### src/design/cwas_pkg.sv
package cwas_pkg;

   // cigar operation codes
   localparam logic [2:0] OP_MATCH    = 3'd0;
   localparam logic [2:0] OP_MISMATCH = 3'd1;
   localparam logic [2:0] OP_INS      = 3'd2;
   localparam logic [2:0] OP_DEL      = 3'd3;

   // field widths
   localparam int OP_W     = 3;
   localparam int LEN_W    = 32;
   localparam int THRESH_W = 16;
   localparam int OUT_W    = 32;
   localparam int FRAC_W   = 16;
   localparam int ACC_W    = FRAC_W + 1;

   // threshold after reset
   localparam logic [THRESH_W-1:0] THRESH_RESET = 16'd30;

   // queue between front and back
   localparam int FIFO_DEPTH = 4;
   localparam int PTR_W      = $clog2(FIFO_DEPTH);
   localparam int FIFO_CNT_W = $clog2(FIFO_DEPTH + 1);

   // one classified item as it waits in the queue
   typedef struct packed {
      logic [OP_W-1:0]  op;
      logic [LEN_W-1:0] len;
      logic             first;
      logic             last;
      logic             long_hit;
   } entry_type;

endpackage

### src/design/cigar_window_accuracy_scorer.sv
// CIGAR window accuracy scorer.
// Input channel (req_*): one CIGAR run per item, with first/last markers and
// the window's start and end offsets. An item is taken when req_valid is high
// and req_stall is low. A four-entry queue sits behind the input, so the
// sender sees req_stall only when that queue is full.
// Result channel (rsp_*): one item per window, after its last run: accuracy
// (UQ1.16, truncated), long-indel flag, empty flag, match and total counts.
// Configuration: csr_wr_en/csr_wr_data write the long-indel threshold; write
// it only while no window is in flight.
// Throughput: runs that are not last drain from the queue at one per cycle
// while the back end is idle. A last run holds the back end for the pop, the
// pairwise and total sums, a restoring divider giving one quotient bit a
// cycle, and the load of the output register.
// A result sits in the output register while rsp_stall is high; a next result
// then waits in the emit state, and the queue keeps taking runs until it fills.
// Reset (synchronous) clears counters, flags and queue and sets the
// threshold to 30.
module cigar_window_accuracy_scorer #(
   parameter int COUNT_WIDTH = 32
) (
   input  logic                             clock,
   input  logic                             reset,
   input  logic                             req_valid,
   output logic                             req_stall,
   input  logic [cwas_pkg::OP_W-1:0]        req_cigar_op,
   input  logic [cwas_pkg::LEN_W-1:0]       req_run_len,
   input  logic                             req_is_first,
   input  logic                             req_is_last,
   input  logic [cwas_pkg::LEN_W-1:0]       req_start_offset,
   input  logic [cwas_pkg::LEN_W-1:0]       req_end_offset,
   input  logic                             csr_wr_en,
   input  logic [cwas_pkg::THRESH_W-1:0]    csr_wr_data,
   output logic                             rsp_valid,
   input  logic                             rsp_stall,
   output logic [cwas_pkg::ACC_W-1:0]       rsp_accuracy,
   output logic                             rsp_long_indel,
   output logic                             rsp_empty_window,
   output logic [cwas_pkg::OUT_W-1:0]       rsp_match_count,
   output logic [cwas_pkg::OUT_W-1:0]       rsp_total_count
);
   import cwas_pkg::*;

   logic      q_valid;
   logic      q_pop;
   entry_type q_entry;

   // classify and queue
   cwas_front u_front (
      .clock            (clock),
      .reset            (reset),
      .req_valid        (req_valid),
      .req_stall        (req_stall),
      .req_cigar_op     (req_cigar_op),
      .req_run_len      (req_run_len),
      .req_is_first     (req_is_first),
      .req_is_last      (req_is_last),
      .req_start_offset (req_start_offset),
      .req_end_offset   (req_end_offset),
      .csr_wr_en        (csr_wr_en),
      .csr_wr_data      (csr_wr_data),
      .q_valid          (q_valid),
      .q_entry          (q_entry),
      .q_pop            (q_pop)
   );

   // count, divide and emit
   cwas_back #(
      .COUNT_WIDTH (COUNT_WIDTH)
   ) u_back (
      .clock            (clock),
      .reset            (reset),
      .q_valid          (q_valid),
      .q_entry          (q_entry),
      .q_pop            (q_pop),
      .rsp_valid        (rsp_valid),
      .rsp_stall        (rsp_stall),
      .rsp_accuracy     (rsp_accuracy),
      .rsp_long_indel   (rsp_long_indel),
      .rsp_empty_window (rsp_empty_window),
      .rsp_match_count  (rsp_match_count),
      .rsp_total_count  (rsp_total_count)
   );

endmodule

### src/design/cwas_front.sv
module cwas_front (
   input  logic                             clock,
   input  logic                             reset,
   input  logic                             req_valid,
   output logic                             req_stall,
   input  logic [cwas_pkg::OP_W-1:0]        req_cigar_op,
   input  logic [cwas_pkg::LEN_W-1:0]       req_run_len,
   input  logic                             req_is_first,
   input  logic                             req_is_last,
   input  logic [cwas_pkg::LEN_W-1:0]       req_start_offset,
   input  logic [cwas_pkg::LEN_W-1:0]       req_end_offset,
   input  logic                             csr_wr_en,
   input  logic [cwas_pkg::THRESH_W-1:0]    csr_wr_data,
   output logic                             q_valid,
   output cwas_pkg::entry_type              q_entry,
   input  logic                             q_pop
);
   import cwas_pkg::*;

   logic [THRESH_W-1:0]   thresh_ff;
   entry_type             fifo_mem_ff [FIFO_DEPTH];
   logic [PTR_W-1:0]      wr_ptr_ff, wr_ptr_in;
   logic [PTR_W-1:0]      rd_ptr_ff, rd_ptr_in;
   logic [FIFO_CNT_W-1:0] cnt_ff, cnt_in;
   logic                  push;
   logic                  pop;
   logic [LEN_W-1:0]      trim_len;
   logic                  long_hit;
   entry_type             new_entry;

   // threshold register
   always_ff @(posedge clock) begin
      if (reset) begin
         thresh_ff <= THRESH_RESET;
      end else if (csr_wr_en) begin
         thresh_ff <= csr_wr_data;
      end
   end

   // trimmed length of this run
   always_comb begin
      priority if (req_is_first && req_is_last) begin
         trim_len = (req_end_offset > req_start_offset) ?
                    req_end_offset - req_start_offset : '0;
      end else if (req_is_first) begin
         trim_len = (req_run_len > req_start_offset) ?
                    req_run_len - req_start_offset : '0;
      end else if (req_is_last) begin
         trim_len = req_end_offset;
      end else begin
         trim_len = req_run_len;
      end
   end

   // long indel check on the untrimmed run
   assign long_hit = ((req_cigar_op == OP_INS) || (req_cigar_op == OP_DEL)) &&
                     (req_run_len >= LEN_W'(thresh_ff));

   always_comb begin
      new_entry.op       = req_cigar_op;
      new_entry.len      = trim_len;
      new_entry.first    = req_is_first;
      new_entry.last     = req_is_last;
      new_entry.long_hit = long_hit;
   end

   // queue control
   assign req_stall = (cnt_ff == FIFO_CNT_W'(FIFO_DEPTH));
   assign push      = req_valid && !req_stall;
   assign q_valid   = (cnt_ff != '0);
   assign pop       = q_pop && q_valid;
   assign q_entry   = fifo_mem_ff[rd_ptr_ff];

   always_comb begin
      wr_ptr_in = push ? wr_ptr_ff + 1'b1 : wr_ptr_ff;
      rd_ptr_in = pop ? rd_ptr_ff + 1'b1 : rd_ptr_ff;
      cnt_in    = cnt_ff;
      if (push && !pop) begin
         cnt_in = cnt_ff + 1'b1;
      end else if (pop && !push) begin
         cnt_in = cnt_ff - 1'b1;
      end
   end

   always_ff @(posedge clock) begin
      if (reset) begin
         wr_ptr_ff <= '0;
         rd_ptr_ff <= '0;
         cnt_ff    <= '0;
      end else begin
         wr_ptr_ff <= wr_ptr_in;
         rd_ptr_ff <= rd_ptr_in;
         cnt_ff    <= cnt_in;
      end
   end

   // queue storage
   always_ff @(posedge clock) begin
      if (push) begin
         fifo_mem_ff[wr_ptr_ff] <= new_entry;
      end
   end

`ifndef ASSERT_OFF
   a_cnt_bound: assert property (@(posedge clock) disable iff (reset)
      cnt_ff <= FIFO_CNT_W'(FIFO_DEPTH))
      else $error("queue fill count above depth");

   a_push_grow: assert property (@(posedge clock) disable iff (reset)
      (push && !pop) |=> (cnt_ff == FIFO_CNT_W'($past(cnt_ff) + 1'b1)))
      else $error("queue count did not grow on push");

   a_pop_shrink: assert property (@(posedge clock) disable iff (reset)
      (pop && !push) |=> (cnt_ff == FIFO_CNT_W'($past(cnt_ff) - 1'b1)))
      else $error("queue count did not shrink on pop");
`endif

endmodule

### src/design/cwas_back.sv
module cwas_back #(
   parameter int COUNT_WIDTH = 32
) (
   input  logic                             clock,
   input  logic                             reset,
   input  logic                             q_valid,
   input  cwas_pkg::entry_type              q_entry,
   output logic                             q_pop,
   output logic                             rsp_valid,
   input  logic                             rsp_stall,
   output logic [cwas_pkg::ACC_W-1:0]       rsp_accuracy,
   output logic                             rsp_long_indel,
   output logic                             rsp_empty_window,
   output logic [cwas_pkg::OUT_W-1:0]       rsp_match_count,
   output logic [cwas_pkg::OUT_W-1:0]       rsp_total_count
);
   import cwas_pkg::*;

   localparam int XW    = (COUNT_WIDTH > OUT_W) ? COUNT_WIDTH : OUT_W;
   localparam int SW    = ((COUNT_WIDTH > LEN_W) ? COUNT_WIDTH : LEN_W) + 1;
   localparam int DCNTW = $clog2(ACC_W);

   typedef enum logic [4:0] {
      ST_IDLE  = 5'b00001,
      ST_SUM   = 5'b00010,
      ST_TOTAL = 5'b00100,
      ST_DIV   = 5'b01000,
      ST_EMIT  = 5'b10000
   } state_type;

   state_type              state_ff, state_in;
   logic [COUNT_WIDTH-1:0] match_ff, match_in;
   logic [COUNT_WIDTH-1:0] mism_ff, mism_in;
   logic [COUNT_WIDTH-1:0] ins_ff, ins_in;
   logic [COUNT_WIDTH-1:0] del_ff, del_in;
   logic                   stopped_ff, stopped_in;
   logic                   indel_ff, indel_in;
   logic [COUNT_WIDTH-1:0] pair_a_ff, pair_a_in;
   logic [COUNT_WIDTH-1:0] pair_b_ff, pair_b_in;
   logic [COUNT_WIDTH-1:0] total_ff, total_in;
   logic [COUNT_WIDTH:0]   rem_ff, rem_in;
   logic [ACC_W-1:0]       quo_ff, quo_in;
   logic [DCNTW-1:0]       dcnt_ff, dcnt_in;
   logic                   rsp_valid_ff, rsp_valid_in;
   logic [ACC_W-1:0]       acc_ff;
   logic                   long_ff;
   logic                   empty_ff;
   logic [OUT_W-1:0]       mcnt_ff;
   logic [OUT_W-1:0]       tcnt_ff;

   logic [COUNT_WIDTH-1:0] base_match, base_mism, base_ins, base_del;
   logic                   base_stopped, base_indel;
   logic [COUNT_WIDTH-1:0] sel_cnt;
   logic [SW-1:0]          run_sum;
   logic [COUNT_WIDTH-1:0] run_sat;
   logic [COUNT_WIDTH:0]   sum_a, sum_b, sum_t;
   logic                   rem_ge;
   logic                   out_free;
   logic                   load_out;
   logic                   empty_now;
   logic [XW-1:0]          match_ext, total_ext;
   logic [OUT_W-1:0]       match_clip, total_clip;

   assign q_pop    = (state_ff == ST_IDLE) && q_valid;
   assign out_free = !rsp_valid_ff || !rsp_stall;
   assign load_out = (state_ff == ST_EMIT) && out_free;

   // window restart on the first run
   always_comb begin
      if (q_entry.first) begin
         base_match   = '0;
         base_mism    = '0;
         base_ins     = '0;
         base_del     = '0;
         base_stopped = 1'b0;
         base_indel   = 1'b0;
      end else begin
         base_match   = match_ff;
         base_mism    = mism_ff;
         base_ins     = ins_ff;
         base_del     = del_ff;
         base_stopped = stopped_ff;
         base_indel   = indel_ff;
      end
   end

   // one saturating add into the counter of this run's kind
   always_comb begin
      unique case (q_entry.op)
         OP_MATCH:    sel_cnt = base_match;
         OP_MISMATCH: sel_cnt = base_mism;
         OP_INS:      sel_cnt = base_ins;
         OP_DEL:      sel_cnt = base_del;
         default:     sel_cnt = '0;
      endcase
      run_sum = SW'(sel_cnt) + SW'(q_entry.len);
      run_sat = ((run_sum >> COUNT_WIDTH) != '0) ? '1 : run_sum[COUNT_WIDTH-1:0];
   end

   // pairwise and final saturating sums for the total
   always_comb begin
      sum_a = {1'b0, match_ff} + {1'b0, mism_ff};
      sum_b = {1'b0, ins_ff} + {1'b0, del_ff};
      sum_t = {1'b0, pair_a_ff} + {1'b0, pair_b_ff};
   end

   // restoring division step: one quotient bit a cycle
   assign rem_ge    = (rem_ff >= {1'b0, total_ff});
   assign empty_now = (total_ff == '0);

   // output clipping to 32 bits
   always_comb begin
      match_ext  = XW'(match_ff);
      total_ext  = XW'(total_ff);
      match_clip = ((match_ext >> OUT_W) != '0) ? '1 : match_ext[OUT_W-1:0];
      total_clip = ((total_ext >> OUT_W) != '0) ? '1 : total_ext[OUT_W-1:0];
   end

   // sequencer and datapath next state
   always_comb begin
      state_in     = state_ff;
      match_in     = match_ff;
      mism_in      = mism_ff;
      ins_in       = ins_ff;
      del_in       = del_ff;
      stopped_in   = stopped_ff;
      indel_in     = indel_ff;
      pair_a_in    = pair_a_ff;
      pair_b_in    = pair_b_ff;
      total_in     = total_ff;
      rem_in       = rem_ff;
      quo_in       = quo_ff;
      dcnt_in      = dcnt_ff;
      rsp_valid_in = rsp_valid_ff && rsp_stall;
      if (load_out) begin
         rsp_valid_in = 1'b1;
      end
      unique case (state_ff)
         ST_IDLE: begin
            if (q_pop) begin
               match_in   = base_match;
               mism_in    = base_mism;
               ins_in     = base_ins;
               del_in     = base_del;
               indel_in   = base_indel | q_entry.long_hit;
               stopped_in = base_stopped | (q_entry.len == '0);
               if (!stopped_in) begin
                  unique case (q_entry.op)
                     OP_MATCH:    match_in = run_sat;
                     OP_MISMATCH: mism_in  = run_sat;
                     OP_INS:      ins_in   = run_sat;
                     OP_DEL:      del_in   = run_sat;
                     default:     ;
                  endcase
               end
               if (q_entry.last) begin
                  state_in = ST_SUM;
               end
            end
         end
         ST_SUM: begin
            pair_a_in = sum_a[COUNT_WIDTH] ? '1 : sum_a[COUNT_WIDTH-1:0];
            pair_b_in = sum_b[COUNT_WIDTH] ? '1 : sum_b[COUNT_WIDTH-1:0];
            state_in  = ST_TOTAL;
         end
         ST_TOTAL: begin
            total_in = sum_t[COUNT_WIDTH] ? '1 : sum_t[COUNT_WIDTH-1:0];
            rem_in   = {1'b0, match_ff};
            quo_in   = '0;
            dcnt_in  = '0;
            state_in = ST_DIV;
         end
         ST_DIV: begin
            if (rem_ge) begin
               rem_in = (rem_ff - {1'b0, total_ff}) << 1;
            end else begin
               rem_in = rem_ff << 1;
            end
            quo_in  = {quo_ff[ACC_W-2:0], rem_ge};
            dcnt_in = dcnt_ff + 1'b1;
            if (dcnt_ff == DCNTW'(ACC_W - 1)) begin
               state_in = ST_EMIT;
            end
         end
         ST_EMIT: begin
            if (out_free) begin
               state_in = ST_IDLE;
            end
         end
         default: begin
            state_in = ST_IDLE;
         end
      endcase
   end

   // control registers
   always_ff @(posedge clock) begin
      if (reset) begin
         state_ff     <= ST_IDLE;
         match_ff     <= '0;
         mism_ff      <= '0;
         ins_ff       <= '0;
         del_ff       <= '0;
         stopped_ff   <= 1'b0;
         indel_ff     <= 1'b0;
         dcnt_ff      <= '0;
         rsp_valid_ff <= 1'b0;
      end else begin
         state_ff     <= state_in;
         match_ff     <= match_in;
         mism_ff      <= mism_in;
         ins_ff       <= ins_in;
         del_ff       <= del_in;
         stopped_ff   <= stopped_in;
         indel_ff     <= indel_in;
         dcnt_ff      <= dcnt_in;
         rsp_valid_ff <= rsp_valid_in;
      end
   end

   // divider working registers
   always_ff @(posedge clock) begin
      pair_a_ff <= pair_a_in;
      pair_b_ff <= pair_b_in;
      total_ff  <= total_in;
      rem_ff    <= rem_in;
      quo_ff    <= quo_in;
   end

   // result register
   always_ff @(posedge clock) begin
      if (load_out) begin
         acc_ff   <= empty_now ? '0 : quo_ff;
         long_ff  <= indel_ff;
         empty_ff <= empty_now;
         mcnt_ff  <= match_clip;
         tcnt_ff  <= total_clip;
      end
   end

   assign rsp_valid        = rsp_valid_ff;
   assign rsp_accuracy     = acc_ff;
   assign rsp_long_indel   = long_ff;
   assign rsp_empty_window = empty_ff;
   assign rsp_match_count  = mcnt_ff;
   assign rsp_total_count  = tcnt_ff;

`ifndef ASSERT_OFF
   a_acc_range: assert property (@(posedge clock) disable iff (reset)
      rsp_valid_ff |-> (acc_ff <= ACC_W'(1 << FRAC_W)))
      else $error("accuracy above one");

   a_empty_acc: assert property (@(posedge clock) disable iff (reset)
      (rsp_valid_ff && empty_ff) |-> ((acc_ff == '0) && (mcnt_ff == '0)))
      else $error("empty window with nonzero accuracy or matches");

   a_div_end: assert property (@(posedge clock) disable iff (reset)
      ((state_ff == ST_DIV) && (dcnt_ff == DCNTW'(ACC_W - 1))) |=> (state_ff == ST_EMIT))
      else $error("division did not finish after all quotient bits");
`endif

endmodule
### config.mk
export PLATFORM = sky130hd
export DESIGN_NAME = cigar_window_accuracy_scorer
export DESIGN_NICKNAME = d
export VERILOG_FILES = /design/src/design/cwas_pkg.sv /design/src/design/cigar_window_accuracy_scorer.sv /design/src/design/cwas_front.sv /design/src/design/cwas_back.sv
export SDC_FILE = /design/constraint.sdc
export NUM_CORES = 2
export LEC_CHECK = 0
export ABC_AREA = 1
export BUFFER_PORTS_ARGS = -buffer_cell sky130_fd_sc_hd__buf_2
export CORE_ASPECT_RATIO = 0.7
export CORE_MARGIN = 3
export CORE_UTILIZATION = 35
export CTS_CLUSTER_SIZE = 28
export DETAILED_ROUTE_END_ITERATION = 10
export PLACE_DENSITY = 0.53
export SYNTH_ARGS = -nofsm -noshare
export SYNTH_HDL_FRONTEND = slang
export SYNTH_HIERARCHICAL = 1
export SYNTH_SLANG_ARGS = --single-unit
### constraint.sdc
create_clock -name clock -period 6.63 [get_ports clock]
set_input_delay 0.9945 -clock clock [delete_from_list [all_inputs] [get_ports clock]]
set_output_delay 0.9945 -clock clock [all_outputs]
set_load 0.05 [all_outputs]
==> results.toml <==
[place]
place_congestion = 0.958
dp_slack_ns = 1.20
dp_hpwl_mm = 118
place_area_um2 = 41700
io_buffers = 206

[grt]
grt_pass1_wl_mm = 221
grt_pass1_vias = 34300
gr-total-overflow = 0
use_met3_pct = 6.08
grt_max_degree = 131
grt.busiest_layer = "met1"
grt_usage_pct = 25.0
grt_util_met2_pct = 31.4
grtUsageMet1_pct = 41.8
antenna_found_initial = 10

[floorplan]
die_area_um2 = 116000
die_x_um = 406
initial_utilization_pct = 35.4
io_pins = 207
die_y_um = 286
rows = 102
coreArea_um2 = 111000

[cts]
path_clk_slew_ns = 0.07
cts_root_buf = "clkbuf_16"
numClockSinks = 547
htreeDepth = 2
cts_buffers = 58
clkLatencyLatePin_ns = 0.67
post_cts_buffers = 0
clockBufferDepth = 3
cts_tree = "yes"
cts_hold_buf = 0
ctsResizeCount = 0

[finish]
seq_area_um2 = 14800
final_util_pct = 39.5
area_growth_pct = 11.6
n_fill_cell = 11700
fin_area_um2 = 43700
drive_gt1_share_pct = 7.59
nets = 6034
multi_input_area_um2 = 21300

[worst_setup_path]
worstPathRequired_ns = 7.13
critPathTopFamily = "simple AND/OR/NAND/NOR gates"
crit_chain = "inv_2 > o21ai_0 > o22ai_1 > inv_4 > buf_4 > nand2_1 > nor2_1 > a31oi_1 > o221ai_1 > ha_1 > nand2_1 > nor3_1 > a21oi_1 > nand3_2 > nor2_1 > nand2_1 > nand3_1 > a21oi_1"
path_class = "flop to flop"
cp_common_cell = "nand2_1"
crit_arrival_ns = 6.24
start_kind = "flop"
critPathCaptureType = "flop"
path_max_fanout = 58
path_buf_inv = 3
slowest_stage = "nand3_2"
max_stage_delay_ns = 0.68

[timing]
max_freq_ghz = 0.174
rsz0062_at_grt = "false"
min_period_over_period_pct = 86.6
period_needed_ns = 5.74
slew_violations = 0
skew_ns = 0.0376
worstMarginPinSlew_ns = 1.07
final.setup.tns_ns = 0
max_slew_margin_pct = 28.3
setup_ws_ns = 0.887
finalHoldViolations = 0
setup_viol = 0

[synth]
synth_area_um2 = 39200
yosysMostFrequentCell = "nand2_1"
synth_cell_types = 55
synth.top_cells.by_count = "nand2_1 (1658), inv_1 (639), a21oi_1 (543)"
avgSynthCellArea_um2 = 7.10
ys_top_cells_by_area = "edfxtp_1 (29%), nand2_1 (16%), dfxtp_1 (8.5%)"
yosysTopAreaCell = "edfxtp_1"
yosysWarnings = 6
dominantRegCellSynth = "edfxtp_1"
syn_nets = 5892
synth_edf_count = 381
synthCells = 5515
synth_top_area_share_pct = 29.2
async_reset_ff_share_pct = 0
yosysSeqAreaShare_pct = 37.7
synth_seq_cells = 547

[hold_path]
hp-class = "flop to flop"

[drt]
drt_pass1_iterations = 6
num_vias = 38400
wl_mm = 149
dr.first_iter.drc_count = 4639
drcViolationCount = 0
via_per_inst = 5.36
wl_per_cell_um = 20.8
ant_nets = 0

[power]
irDropWorstVdd_mv = 0.341
p_per_area_nw_per_um2 = 314
leakagePower_uw = 0.0190

[run]
drv_cap = 0

[outcome]
status = "complete, no violations"
-- state kept, by name (all words and copies together), names as in the netlist, 2 cells and up, named ones only --
register / count
u_front/fifo_mem_ff: 152
u_back/rem_ff: 33
u_back/del_ff: 32
u_back/ins_ff: 32
u_back/match_clip: 32
u_back/mism_ff: 32
u_back/pair_a_ff: 32
u_back/pair_b_ff: 32
u_back/rsp_match_count: 32
u_back/rsp_total_count: 32
u_back/total_clip: 32
u_back/quo_ff: 17
u_back/rsp_accuracy: 17
u_front/thresh_ff: 16
u_back/dcnt_ff: 5
u_back/state_ff: 5
u_front/cnt_ff: 3
u_front/rd_ptr_ff: 2
u_front/wr_ptr_ff: 2
-- through the flow --
stage                     hold slack [ns]  instances  total power (uW)
after floorplan                     0.402       5515              8310
after global placement              0.449       7053             10200
after detailed placement            0.456       7053             10200
after CTS                           0.467       7163             13700
after global routing                0.494       7163             14500
final                               0.463       7164             13700
-- final timing paths --
kind / start / end / slack [ns] / cells past startpoint
setup reg to reg: flop / u_back/match_clip[1]$_SDFFE_PP0P_ / 0.89 / 18
hold reg to reg: u_front/thresh_ff[9]$_SDFFE_PP0P_ / u_front/thresh_ff[9]$_SDFFE_PP0P_ / 0.46 / 2
hold / removal: u_front/thresh_ff[9]$_SDFFE_PP0P_ / u_front/thresh_ff[9]$_SDFFE_PP0P_ / 0.46 / 2
setup / recovery: flop / u_back/match_clip[1]$_SDFFE_PP0P_ / 0.89 / 18
-- worst register-to-register path, stage by stage, from the launching register on --
cell and delay (ns):
dfxtp_2 0.67, inv_2 0.24, o21ai_0 0.20, o22ai_1 0.17, inv_4 0.54, buf_4 0.58, nand2_1 0.23, nor2_1 0.19
a31oi_1 0.09, o221ai_1 0.18, ha_1 0.36, nand2_1 0.14, nor3_1 0.08, a21oi_1 0.42, nand3_2 0.69, nor2_1 0.52
nand2_1 0.10, nand3_1 0.11, a21oi_1 0.07
-- layer usage --
layer	routed length [um]	part of all wire (%)
met4	1690	1.1
met5	0	0
met2	54200	36
met1	77100	52
met3	16000	11
-- cells by family (layout without fill, tap and decap cells) --
| group | Yosys count | count (layout) | synth area share (%) |
|---|---|---|---|
| AND/OR/NAND/NOR | 2727 | 2727 | 28.8 |
| AO/OA/AOI/OAI | 1061 | 1061 | 14.8 |
| buffers and inverters | 821 | 1013 | 8.13 |
| flip-flops | 547 | 547 | 37.7 |
| adder cells (fa/ha/maj) | 255 | 255 | 8.30 |
| XOR/XNOR | 104 | 104 | 2.33 |
| other | 0 | 1 | 0 |
-- placed cells by master, fill, tap and decap left out, drive strengths merged, types with 166 or more instances in the layout --
master,count
edfxtp,381
nand2,1669
nor2,546
nand3,291
o21ai,319
inv,652
ha,247
buf,255
a21oi,546
dfxtp,166
-- where the power goes --
| group | internal, uW | switching [uW] | leakage (uW) |
|---|---|---|---|
| Sequential | 4150 | 459 | 0.00490 |
| Combinational | 1570 | 4120 | 0.0132 |
| Clock | 1920 | 1500 | 0.000944 |
| Total | 7640 | 6080 | 0.0190 |
-- final cells by class --
| type | count | share of cell area [%] |
|---|---|---|
| Inverter | 648 | 5.58 |
| Tap cell | 1456 | 4.17 |
| Clock inverter | 48 | 1.12 |
| Clock buffer | 62 | 3.40 |
| Antenna cell | 1 | 0.00572 |
| Timing Repair Buffer | 255 | 3.26 |
| Multi-Input combinational cell | 4147 | 48.7 |
| Sequential cell | 547 | 33.8 |
Note: power is estimated with default switching activity, not from simulation.
